===== config.mk =====
export PLATFORM = sky130hd
export DESIGN_NAME = fou_decap_rewriter_core
export DESIGN_NICKNAME = d
export VERILOG_FILES = /design/src/rtl/fou_pkg.sv /design/src/rtl/fou_decap_rewriter_core.sv
export SDC_FILE = /design/constraint.sdc
export NUM_CORES = 1
export LEC_CHECK = 0
export BUFFER_PORTS_ARGS = -buffer_cell sky130_fd_sc_hd__buf_2
export CAP_MARGIN = 25
export CORE_MARGIN = 4
export CORE_UTILIZATION = 40
export DETAILED_ROUTE_END_ITERATION = 10
export GPL_ROUTABILITY_DRIVEN = 1
export GPL_TIMING_DRIVEN = 0
export PLACE_DENSITY = 0.6
export SKIP_LAST_GASP = 1
export SYNTH_ARGS = -nofsm -noshare
export SYNTH_HDL_FRONTEND = slang
export SYNTH_SLANG_ARGS = --single-unit

===== constraint.sdc =====
create_clock -name clk_i -period 23.2 [get_ports clk_i]
set_input_delay 4.64 -clock clk_i [delete_from_list [all_inputs] [get_ports clk_i]]
set_output_delay 4.64 -clock clk_i [all_outputs]
set_load 0.02 [all_outputs]

===== src/rtl/fou_pkg.sv =====
// Package: shared constants, types and the incremental checksum helper.
`timescale 1ns / 1ps
`default_nettype none
package fou_pkg;
  localparam int unsigned PosW          = 14;
  localparam int unsigned MaxFrameBytes = 16383;
  localparam int unsigned BurstMax      = 16;
  localparam int unsigned CntW          = 5;

  localparam logic [7:0] ProtoTcp = 8'd6;
  localparam logic [7:0] ProtoUdp = 8'd17;

  localparam logic [1:0] VerdictFwd   = 2'd0;
  localparam logic [1:0] VerdictShort = 2'd1;
  localparam logic [1:0] VerdictProto = 2'd2;

  typedef logic [7:0] byte_t;

  // Header length in 32-bit words, values below five taken as five.
  function automatic logic [3:0] eff_words(input logic [3:0] w);
    eff_words = (w < 4'd5) ? 4'd5 : w;
  endfunction

  // Ones-complement checksum update for a 32-bit field change.
  function automatic logic [15:0] csum_update(input logic [15:0] hc,
                                              input logic [31:0] oldv,
                                              input logic [31:0] newv);
    logic [18:0] s;
    logic [16:0] f;
    logic [15:0] g;
    s = {3'b0, ~hc} + {3'b0, ~oldv[31:16]} + {3'b0, ~oldv[15:0]}
      + {3'b0, newv[31:16]} + {3'b0, newv[15:0]};
    f = {1'b0, s[15:0]} + {14'b0, s[18:16]};
    g = f[15:0] + {15'b0, f[16]};
    csum_update = ~g;
  endfunction
endpackage
`default_nettype wire


===== src/rtl/fou_decap_rewriter_core.sv =====
// Top level: FOU decapsulation rewriter with output burst register.
//
//  channel | signals                                   | direction
//  in      | in_valid_i/in_ready_o, data_byte_i, frame_end_i | frame bytes in
//  out     | out_valid_o/out_ready_i, out_byte_o, out_end_o, verdict_o | bytes out
//
// Each input beat is processed in the cycle it is accepted; its results
// (0, 1, 2, 12 or 16 bytes) load a shift register that drains one beat a cycle
// while out_ready_i is high. A new input beat is taken whenever that register is
// empty or its last beat leaves, so unstalled byte streams run at one beat a cycle;
// MAC, inner header and checksum bursts hold the input until their last beat leaves.
// Reset is asynchronous and clears the control and frame state registers.
`timescale 1ns / 1ps
`default_nettype none
module fou_decap_rewriter_core (
  input  wire logic       clk_i,
  input  wire logic       rst_ni,
  input  wire logic       in_valid_i,
  output logic            in_ready_o,
  input  wire logic [7:0] data_byte_i,
  input  wire logic       frame_end_i,
  output logic            out_valid_o,
  input  wire logic       out_ready_i,
  output logic [7:0]      out_byte_o,
  output logic            out_end_o,
  output logic [1:0]      verdict_o
);
  localparam int unsigned PW = fou_pkg::PosW;
  localparam int unsigned CW = fou_pkg::CntW;
  localparam int unsigned BN = fou_pkg::BurstMax;

  // frame state
  logic [PW-1:0]  pos_q, pos_d;
  fou_pkg::byte_t mac_q [12];
  fou_pkg::byte_t ibuf_q [16];
  logic [3:0]     ow_q, ow_d, iw_q, iw_d;
  logic [31:0]    odst_q, odst_d, osrc_q, osrc_d;
  logic [7:0]     proto_q, proto_d, chi_q, chi_d;
  logic [1:0]     fv_q, fv_d;

  // output burst register
  fou_pkg::byte_t obuf_q [BN];
  fou_pkg::byte_t nb_d [BN];
  logic [CW-1:0]  cnt_q, n_d;
  logic           end_q, end_d;
  logic [1:0]     vq_q, v_d;

  logic accept, out_fire;
  assign out_valid_o = (cnt_q != '0);
  assign out_fire    = out_valid_o && out_ready_i;
  assign in_ready_o  = (cnt_q == '0) || ((cnt_q == CW'(1)) && out_ready_i);
  assign accept      = in_valid_i && in_ready_o;

  assign out_byte_o = obuf_q[0];
  assign out_end_o  = (cnt_q == CW'(1)) && end_q;
  assign verdict_o  = out_end_o ? vq_q : fou_pkg::VerdictFwd;

  // header offsets, checksums and verdict
  logic [PW-1:0] in_start, l4, chi, len_need;
  logic [PW:0]   len;
  logic [3:0]    k;
  logic          good_proto, is_udp;
  logic [15:0]   ip_nc, l4_hc, l4_nc;
  logic [31:0]   src_new;
  logic [1:0]    v;

  always_comb begin
    is_udp     = (proto_q == fou_pkg::ProtoUdp);
    good_proto = is_udp || (proto_q == fou_pkg::ProtoTcp);
    in_start   = PW'(22) + {{(PW-6){1'b0}}, fou_pkg::eff_words(ow_q), 2'b00};
    l4         = in_start + {{(PW-6){1'b0}}, fou_pkg::eff_words(iw_q), 2'b00};
    chi        = l4 + (is_udp ? PW'(6) : PW'(16));
    len_need   = l4 + (is_udp ? PW'(8) : PW'(20));
    len        = {1'b0, pos_q} + (PW+1)'(1);
    k          = pos_q[3:0] - in_start[3:0];
    src_new    = {ibuf_q[12], ibuf_q[13], ibuf_q[14], data_byte_i};
    ip_nc      = fou_pkg::csum_update({ibuf_q[10], ibuf_q[11]}, src_new, odst_q);
    l4_hc      = {chi_q, data_byte_i};
    l4_nc      = fou_pkg::csum_update(l4_hc, osrc_q, odst_q);
    if (is_udp && l4_hc == 16'h0000) begin
      l4_nc = 16'h0000;
    end else if (is_udp && l4_nc == 16'h0000) begin
      l4_nc = 16'hFFFF;
    end
    if (len < {1'b0, in_start + PW'(20)}) begin
      v = fou_pkg::VerdictShort;
    end else if (!good_proto) begin
      v = fou_pkg::VerdictProto;
    end else if (len < {1'b0, len_need}) begin
      v = fou_pkg::VerdictShort;
    end else begin
      v = fou_pkg::VerdictFwd;
    end
  end

  // per-beat processing
  always_comb begin
    pos_d   = pos_q;
    ow_d    = ow_q;
    iw_d    = iw_q;
    odst_d  = odst_q;
    osrc_d  = osrc_q;
    proto_d = proto_q;
    chi_d   = chi_q;
    fv_d    = fv_q;
    n_d     = '0;
    end_d   = 1'b0;
    v_d     = fou_pkg::VerdictFwd;
    for (int i = 0; i < BN; i++) nb_d[i] = '0;

    if (pos_q < PW'(12)) begin
      if (pos_q == PW'(11)) begin
        for (int i = 0; i < 5; i++) nb_d[i] = mac_q[6+i];
        nb_d[5] = data_byte_i;
        for (int i = 0; i < 6; i++) nb_d[6+i] = mac_q[i];
        n_d = CW'(12);
      end
    end else if (pos_q < PW'(14)) begin
      nb_d[0] = data_byte_i;
      n_d     = CW'(1);
    end else if (pos_q < in_start) begin
      if (pos_q == PW'(14)) ow_d = data_byte_i[3:0];
      if (pos_q >= PW'(30) && pos_q < PW'(34)) odst_d = {odst_q[23:0], data_byte_i};
    end else if (pos_q < in_start + PW'(16)) begin
      if (k == 4'd0) iw_d = data_byte_i[3:0];
      if (k == 4'd9) proto_d = data_byte_i;
      if (k == 4'd15) begin
        osrc_d = src_new;
        if (!good_proto) begin
          fv_d = fou_pkg::VerdictProto;
        end else begin
          for (int i = 0; i < 10; i++) nb_d[i] = ibuf_q[i];
          nb_d[10] = ip_nc[15:8];
          nb_d[11] = ip_nc[7:0];
          nb_d[12] = odst_q[31:24];
          nb_d[13] = odst_q[23:16];
          nb_d[14] = odst_q[15:8];
          nb_d[15] = odst_q[7:0];
          n_d      = CW'(16);
        end
      end
    end else if (fv_q == fou_pkg::VerdictFwd && good_proto) begin
      if (pos_q == chi) begin
        chi_d = data_byte_i;
      end else if (pos_q == chi + PW'(1)) begin
        nb_d[0] = l4_nc[15:8];
        nb_d[1] = l4_nc[7:0];
        n_d     = CW'(2);
      end else begin
        nb_d[0] = data_byte_i;
        n_d     = CW'(1);
      end
    end

    if (pos_q < PW'(fou_pkg::MaxFrameBytes)) pos_d = pos_q + PW'(1);

    // frame end: mark the last beat with the status (a lone zero byte if dropped or empty), clear frame state registers
    if (frame_end_i) begin
      if (v != fou_pkg::VerdictFwd || n_d == '0) begin
        for (int i = 0; i < BN; i++) nb_d[i] = '0;
        n_d = CW'(1);
      end
      end_d   = 1'b1;
      v_d     = v;
      pos_d   = '0;
      ow_d    = '0;
      iw_d    = '0;
      odst_d  = '0;
      osrc_d  = '0;
      proto_d = '0;
      chi_d   = '0;
      fv_d    = '0;
    end
  end

  // control and frame state registers
  always_ff @(posedge clk_i or negedge rst_ni) begin
    if (!rst_ni) begin
      pos_q   <= '0;
      ow_q    <= '0;
      iw_q    <= '0;
      odst_q  <= '0;
      osrc_q  <= '0;
      proto_q <= '0;
      chi_q   <= '0;
      fv_q    <= '0;
      cnt_q   <= '0;
      end_q   <= 1'b0;
      vq_q    <= '0;
    end else begin
      if (accept) begin
        pos_q   <= pos_d;
        ow_q    <= ow_d;
        iw_q    <= iw_d;
        odst_q  <= odst_d;
        osrc_q  <= osrc_d;
        proto_q <= proto_d;
        chi_q   <= chi_d;
        fv_q    <= fv_d;
        cnt_q   <= n_d;
        end_q   <= end_d;
        vq_q    <= v_d;
      end else if (out_fire) begin
        cnt_q <= cnt_q - CW'(1);
      end
    end
  end

  // payload storage: header buffers and the output shift register
  always_ff @(posedge clk_i) begin
    if (accept && pos_q < PW'(12)) mac_q[pos_q[3:0]] <= data_byte_i;
    if (accept && pos_q >= in_start && pos_q < in_start + PW'(16)) ibuf_q[k] <= data_byte_i;
    if (accept) begin
      for (int i = 0; i < BN; i++) obuf_q[i] <= nb_d[i];
    end else if (out_fire) begin
      for (int i = 0; i < BN - 1; i++) obuf_q[i] <= obuf_q[i+1];
      obuf_q[BN-1] <= '0;
    end
  end
endmodule
`default_nettype wire


==> flow_summary.json, run 1 <==
{
  "run_status": "finished, final reports clean",
  "final_cell_mix": "336 x sky130_fd_sc_hd__edfxtp_1, 264 x sky130_fd_sc_hd__nand2_1, 219 x sky130_fd_sc_hd__inv_1, 115 x sky130_fd_sc_hd__o31ai_1, 111 x sky130_fd_sc_hd__dfrtp_1",
  "ffs_w_async_s_r_synth_pct": 24.83,
  "rsz0062_at_grt": "no",
  "routed_wirelength_mm": 70.12,
  "synth_enable_flop_cells": 336,
  "yosys.area_share.simple_pct": 10.55,
  "clock-root-buffer": "sky130_fd_sc_hd__clkbuf_16",
  "critical_path.most_common_cell": "sky130_fd_sc_hd__fa_1",
  "route.detailed.vias_per_inst": 5.688,
  "dieHeight_um": 256.2,
  "timing_max_transition_violations_final": 0,
  "synth.cell_area_sq_um": 24640,
  "number_of_nets_in_the_layout": 2438,
  "worstRegToRegCells": 37,
  "pin_count_of_the_biggest_net_entering_global_routing": 96,
  "finalHoldViolations": 0,
  "final.min_clock_period_ps": 14600,
  "worst_hold_path.endpoint": "end_q$_DFFE_PN0P_",
  "cts_tree": "yes",
  "worstPathRequired_ps": 23540,
  "cts.hold.buffers_added": 0,
  "cts.clk_slew.worst_paths_ps": 60,
  "critical_path.max_stage_delay_ps": 730,
  "finClkSkew_ps": 42.63,
  "yosysUniqueCellTypes": 99,
  "synth_warnings": 0,
  "fmax_mhz": 68.49,
  "timing.hold.worst.start": "end_q$_DFFE_PN0P_",
  "grt_antenna_before_repair": 1,
  "first_global_vias": 17330,
  "cts_max_level": 2,
  "combinational_family_with_the_most_area_after_synthesis": "compound AO/OA/AOI/OAI gates",
  "prevailing_post_synth_register_cell": "sky130_fd_sc_hd__edfxtp_1",
  "critPathCaptureType": "register",
  "worst_slack_ps": 8600,
  "rows": 90,
  "cp.arrival_ps": 14940,
  "yosys.area_share.adder_pct": 12.69,
  "hpwl_mm": 51.77,
  "die-area_sq_um": 65640,
  "cts_resized": 0,
  "yosys_register_bits": 447,
  "first_iter_violations": 1691,
  "register_to_register_setup_slack_ps": 13230,
  "mostFrequentLayoutCell": "sky130_fd_sc_hd__edfxtp_1",
  "final_util_pct": 45.21,
  "dieWidth_um": 256.2,
  "instance_count_of_the_mapped_netlist": 2151,
  "sequential_to_total_area_share_from_yosys_stat_pct": 52.22,
  "fillerInstances": 5550,
  "worstSetupPathType": "input port to register",
  "io_pins": 26,
  "worst_pin_slew_ps": 1032,
  "vias_after_detailed_routing": 17370,
  "synthMuxAreaShare_pct": 0.5534,
  "smallest_hold_slack_ps": 476.8,
  "relSlewSlack_pct": 31.23,
  "totalNegativeSetupSlack_ps": 0,
  "critical_path.startpoint_type": "input port",
  "synth_area_per_cell_sq_um": 11.46,
  "wire_per_inst_um": 22.96,
  "finalCritPeriodShare_pct": 62.93,
  "antenna_cells": 0,
  "worst_path_max_fanout": 32,
  "gr-total-overflow": 0,
  "cp_slowest_cell": "sky130_fd_sc_hd__buf_2",
  "setup_viol_count_final": 0,
  "gr-usage-all-layers_pct": 20.98,
  "layout-drive-gt1-share_pct": 8.187,
  "min-delay-path-class": "register to register",
  "numClockSinks": 447,
  "gpl.final_weighted_congestion": 0.9157,
  "hold_path_depth": 2,
  "route.detailed.drc": 0,
  "synthesized_area_fraction_occupied_by_xor_and_xnor_cells_pct": 3.473,
  "rr_startpoint": "odst_q[17]$_DFFE_PN0P_",
  "number_of_buffers_inserted_to_repair_setup_after_cts": 0,
  "insertion_delay_ps": 610,
  "cts_made_buffers": 48,
  "initial_core_util_pct": 40.60,
  "regToRegEndpoint": "obuf_q[0][1]$_DFFE_PP_",
  "pre_cts_ws_ps": 8143,
  "max-cap-violations": 0,
  "clk_path_buf_depth": 3,
  "flow.area_growth_from_synthesis_pct": 11.36,
  "placeable_core_area_sq_um": 60700,
  "drt.antenna.violating_nets": 0,
  "drt_pre_antenna_iters": 5,
  "synth-compound-area-share_pct": 15.19,
  "grt_first_pass_wirelength_mm": 106.5,
  "port_buffers": 24,
  "syn-num-nets": 2354
}
critical path, delay by kind of cell:
family,cells,cell delay [ps]
buffers and inverters,5,1110
XOR/XNOR,2,530
adder cells (fa/ha/maj),8,3260
AND/OR/NAND/NOR,13,2860
AO/OA/AOI/OAI,11,2510
metrics by stage:
stage          instance area [sq um]  instances
2_1_floorplan                  24640       2151
3_3_place_gp                   25740       2957
3_5_place_dp                   25880       2966
4_1_cts                        27430       3053
5_1_grt                        27440       3054
6_report                       27440       3054
routing by layer:
layer  part of all wire [%]  routed length [um]  track usage (%)  vias to the layer above
met5                      0                   0                0                        -
li1                       -                   -                -                     7895
met3                    7.2                5045            2.842                      105
met1                     44               30640            30.18                     8716
met4                    2.3                1627            4.906                        0
met2                     47               32810            34.06                      654
kinds of logic (layout without fill, tap and decap cells):
group / after synthesis / after routing
AOI/OAI and AO/OA: 529 / 529
and+or+nand+nor: 552 / 552
adders and majority gates: 190 / 190
DFF: 447 / 447
other: 1 / 1
buffers and inverters: 329 / 450
xor gates and xnor gates: 90 / 90
muxes: 13 / 13
worst max-delay path by stage:
stage          slack, ps  depth (start not counted)                 endpoint           start
2_1_floorplan      10640                         39  obuf_q[0][15]$_DFFE_PP_  data_byte_i[1]
3_3_place_gp        8260                         38   obuf_q[0][1]$_DFFE_PP_  data_byte_i[2]
6_report            8600                         39   obuf_q[0][1]$_DFFE_PP_  data_byte_i[1]
4_1_cts             8710                         38   obuf_q[0][1]$_DFFE_PP_  data_byte_i[2]
5_1_grt             8030                         39   obuf_q[0][1]$_DFFE_PP_  data_byte_i[1]
3_5_place_dp        8140                         38   obuf_q[0][1]$_DFFE_PP_  data_byte_i[2]
state kept, by name (all words and copies together) (netlist names):
name,count
end_q,1
pos_q,14
osrc_q,32
ibuf_q,120
odst_q,32
proto_q,8
ow_q,4
fv_q,1
mac_q,88
chi_q,8
cnt_q,5
vq_q,2
iw_q,4
obuf_q,128
cell usage after synthesis, types with 20 or more instances:
cell type | number | area, sq um
sky130_fd_sc_hd__ha_1 | 90 | 1126
sky130_fd_sc_hd__xor2_1 | 34 | 297.8
sky130_fd_sc_hd__inv_1 | 219 | 822.0
sky130_fd_sc_hd__nand3_1 | 36 | 180.2
sky130_fd_sc_hd__nand2_1 | 265 | 994.7
sky130_fd_sc_hd__o21ai_0 | 101 | 505.5
sky130_fd_sc_hd__xnor2_1 | 48 | 420.4
sky130_fd_sc_hd__clkbuf_1 | 81 | 304.0
sky130_fd_sc_hd__a21o_1 | 25 | 187.7
sky130_fd_sc_hd__dfrtp_1 | 111 | 2778
sky130_fd_sc_hd__nor2_1 | 97 | 364.1
sky130_fd_sc_hd__nor3_1 | 23 | 115.1
sky130_fd_sc_hd__fa_1 | 100 | 2002
sky130_fd_sc_hd__a21oi_1 | 66 | 330.3
sky130_fd_sc_hd__edfxtp_1 | 336 | 10090
sky130_fd_sc_hd__a22oi_1 | 73 | 548.0
sky130_fd_sc_hd__nand4_1 | 20 | 125.1
sky130_fd_sc_hd__o31ai_1 | 115 | 863.3
area by class of cell:
| type | count | area (sq um) | share of cell area, % |
|---|---|---|---|
| Buffer | 110 | 488.0 | 1.778 |
| Clock inverter | 20 | 224.0 | 0.8162 |
| Timing Repair Buffer | 34 | 255.2 | 0.9301 |
| Tap cell | 782 | 978.4 | 3.566 |
| Clock buffer | 67 | 1334 | 4.860 |
| Sequential cell | 447 | 12870 | 46.89 |
| Inverter | 219 | 822.0 | 2.996 |
| Multi-Input combinational cell | 1375 | 10470 | 38.16 |
Power of run 1 is not shown: default switching activity piles up to over one toggle a cycle in this logic, so the estimate is an artifact.
==> run 2: changes to the inputs <==
--- a/config.mk
+++ b/config.mk
@@ -12,7 +12,7 @@
 export DETAILED_ROUTE_END_ITERATION = 10
 export GPL_ROUTABILITY_DRIVEN = 1
 export GPL_TIMING_DRIVEN = 0
-export PLACE_DENSITY = 0.6
+export PLACE_DENSITY = 0.62
 export SKIP_LAST_GASP = 1
 export SYNTH_ARGS = -nofsm -noshare
 export SYNTH_HDL_FRONTEND = slang
==> constraint.sdc (replaced) <==
create_clock -name clk_i -period 13.1 [get_ports clk_i]
set_input_delay 2.62 -clock clk_i [delete_from_list [all_inputs] [get_ports clk_i]]
set_output_delay 2.62 -clock clk_i [all_outputs]
set_load 0.02 [all_outputs]
==> run 2 against run 1 <==
Register-to-register slack got worse by 10000 ps. Via count up 1.1%. Core utilization rose by 0.19 points. Sequential share of layout area fell by 0.19 points. Critical path depth decreased by 1. Non-clock buffer count decreased by 2. First-iteration DRC count is 4.2% higher. Worst setup slack worse by 7800 ps.
==> flow_summary.json, run 2 (synthesized netlist as in run 1, its figures left out) <==
{
  "cp_slowest_cell": "sky130_fd_sc_hd__buf_2",
  "largest_register_ffs": 128,
  "worstRegToRegCells": 37,
  "finalHoldViolations": 0,
  "min-delay-path-class": "register to register",
  "registers.top_by_ff_count": "obuf_q",
  "cts.clk_slew.worst_paths_ps": 60,
  "finalCritPeriodShare_pct": 94.23,
  "routed_wirelength_mm": 70.37,
  "first_iter_violations": 1762,
  "cts_made_buffers": 49,
  "cts.hold.buffers_added": 0,
  "cp_top_delay_family": "adder cells",
  "clk_path_buf_depth": 3,
  "rows": 90,
  "rr_startpoint": "odst_q[17]$_DFFE_PN0P_",
  "final.min_clock_period_ps": 12340,
  "final_cell_mix": "336 x sky130_fd_sc_hd__edfxtp_1, 264 x sky130_fd_sc_hd__nand2_1, 219 x sky130_fd_sc_hd__inv_1, 115 x sky130_fd_sc_hd__o31ai_1, 111 x sky130_fd_sc_hd__dfrtp_1",
  "number_of_nets_in_the_layout": 2437,
  "cp.arrival_ps": 12680,
  "worst_slack_ps": 755.8,
  "route.detailed.drc": 0,
  "worstSetupPathType": "input port to register",
  "gr-total-overflow": 0,
  "worstSetupEndpoint": "obuf_q[0][7]$_DFFE_PP_",
  "dieWidth_um": 256.2,
  "hpwl_mm": 51.31,
  "first_global_vias": 17270,
  "worst_pin_slew_ps": 1018,
  "pin_count_of_the_biggest_net_entering_global_routing": 91,
  "fmax_mhz": 81.01,
  "relSlewSlack_pct": 32.16,
  "cts_tree": "yes",
  "run_status": "finished, final reports clean",
  "register_to_register_setup_slack_ps": 3210,
  "critical_path.startpoint_type": "input port",
  "numClockSinks": 447,
  "port_buffers": 24,
  "setup_viol_count_final": 0,
  "worstPathRequired_ps": 13430,
  "vias_after_detailed_routing": 17570,
  "drt_pre_antenna_iters": 7,
  "cts_max_level": 2,
  "totalNegativeSetupSlack_ps": 0,
  "wire_per_inst_um": 23.03,
  "route.detailed.vias_per_inst": 5.748,
  "regToRegEndpoint": "obuf_q[0][7]$_DFFE_PP_",
  "timing.critical_path.depth": 38,
  "pre_cts_ws_ps": 73.43,
  "drt.antenna.violating_nets": 0,
  "insertion_delay_ps": 610,
  "flow.area_growth_from_synthesis_pct": 11.82,
  "layout-drive-gt1-share_pct": 8.535,
  "timing_max_transition_violations_final": 0,
  "critical_path.n_buffers_inverters": 5,
  "grt_antenna_before_repair": 3,
  "dieHeight_um": 256.2,
  "placeable_core_area_sq_um": 60700,
  "critical_path.max_stage_delay_ps": 750,
  "grt_first_pass_wirelength_mm": 107.0,
  "max-cap-violations": 0,
  "critPathCaptureType": "register",
  "gpl.final_weighted_congestion": 0.9550,
  "critPathLaunch": "data_byte_i[3]",
  "gr-usage-all-layers_pct": 21.03,
  "finClkSkew_ps": 29.04,
  "io_pins": 26,
  "initial_core_util_pct": 40.60,
  "clock-root-buffer": "sky130_fd_sc_hd__clkbuf_16",
  "mostFrequentLayoutCell": "sky130_fd_sc_hd__edfxtp_1",
  "die-area_sq_um": 65640,
  "rsz0062_at_grt": "no",
  "worst_path_max_fanout": 31
}
run 2: changes by cell type in the layout (fill, tap and decap cells not counted), moves of 3 or more:
cell                        delta
sky130_fd_sc_hd__clkinv_1      +3
sky130_fd_sc_hd__clkbuf_4      +4
sky130_fd_sc_hd__bufinv_16     +3
sky130_fd_sc_hd__inv_6         +3
sky130_fd_sc_hd__clkbuf_1     -10
sky130_fd_sc_hd__buf_2         -3
run 2: layout make-up:
type | instances | area, sq um
diodes | 1 | 2.502
plain buffers | 110 | 488.0
clock buffers | 57 | 1319
clock inverters | 33 | 361.6
fillers | 5530 | 33140
inverters | 219 | 822.0
multi-input cells | 1375 | 10470
flip-flops and latches | 447 | 12870
well taps | 782 | 978.4
repair buffers | 32 | 244.0
run 2: stage by stage:
step	instances	hold WS [ps]	instance area [sq um]	util [%]
2_1_floorplan	2151	430.4	24640	-
3_3_place_gp	2957	458.9	25740	42.41
4_1_cts	3055	483.3	27540	45.38
5_1_grt	3055	507.1	27550	45.39
6_report	3056	474.0	27560	45.40
3_5_place_dp	2965	470.2	25860	42.61
run 2: worst min path at each step:
stage | startpoint | cells past startpoint | endpoint | slack [ps]
6_report | iw_q[0]$_DFFE_PN0P_ | 2 | iw_q[0]$_DFFE_PN0P_ | 470
5_1_grt | end_q$_DFFE_PN0P_ | 2 | end_q$_DFFE_PN0P_ | 510
4_1_cts | iw_q[0]$_DFFE_PN0P_ | 2 | iw_q[0]$_DFFE_PN0P_ | 480
3_5_place_dp | iw_q[0]$_DFFE_PN0P_ | 2 | iw_q[0]$_DFFE_PN0P_ | 470
3_3_place_gp | end_q$_DFFE_PN0P_ | 2 | end_q$_DFFE_PN0P_ | 460
2_1_floorplan | vq_q[1]$_DFFE_PN0P_ | 2 | vq_q[1]$_DFFE_PN0P_ | 430
run 2: routing by layer:
metal	up-vias	wire (um)	track usage (%)
li1	7930	-	-
met1	8879	31280	30.40
met2	646	31820	32.85
met3	112	5362	3.819
met4	0	1906	5.699
met5	-	0	0
run 2: what timing repair did:
item,CTS,global route
endpoints found under the hold margin,0,0
resized for setup,0,4
setup buffers,0,0
setup endpoints to repair,0,1
run 2: worst register-to-register path: cells and delay by family (launching register included):
family          cells  cell delay (ps)
fa+ha+maj           8             3170
compound gates     12             2720
simple gates       12             2540
xor+xnor            2              560
flops               1              470
buf+inv             3              210
Power of run 2 is left out for the same reason.
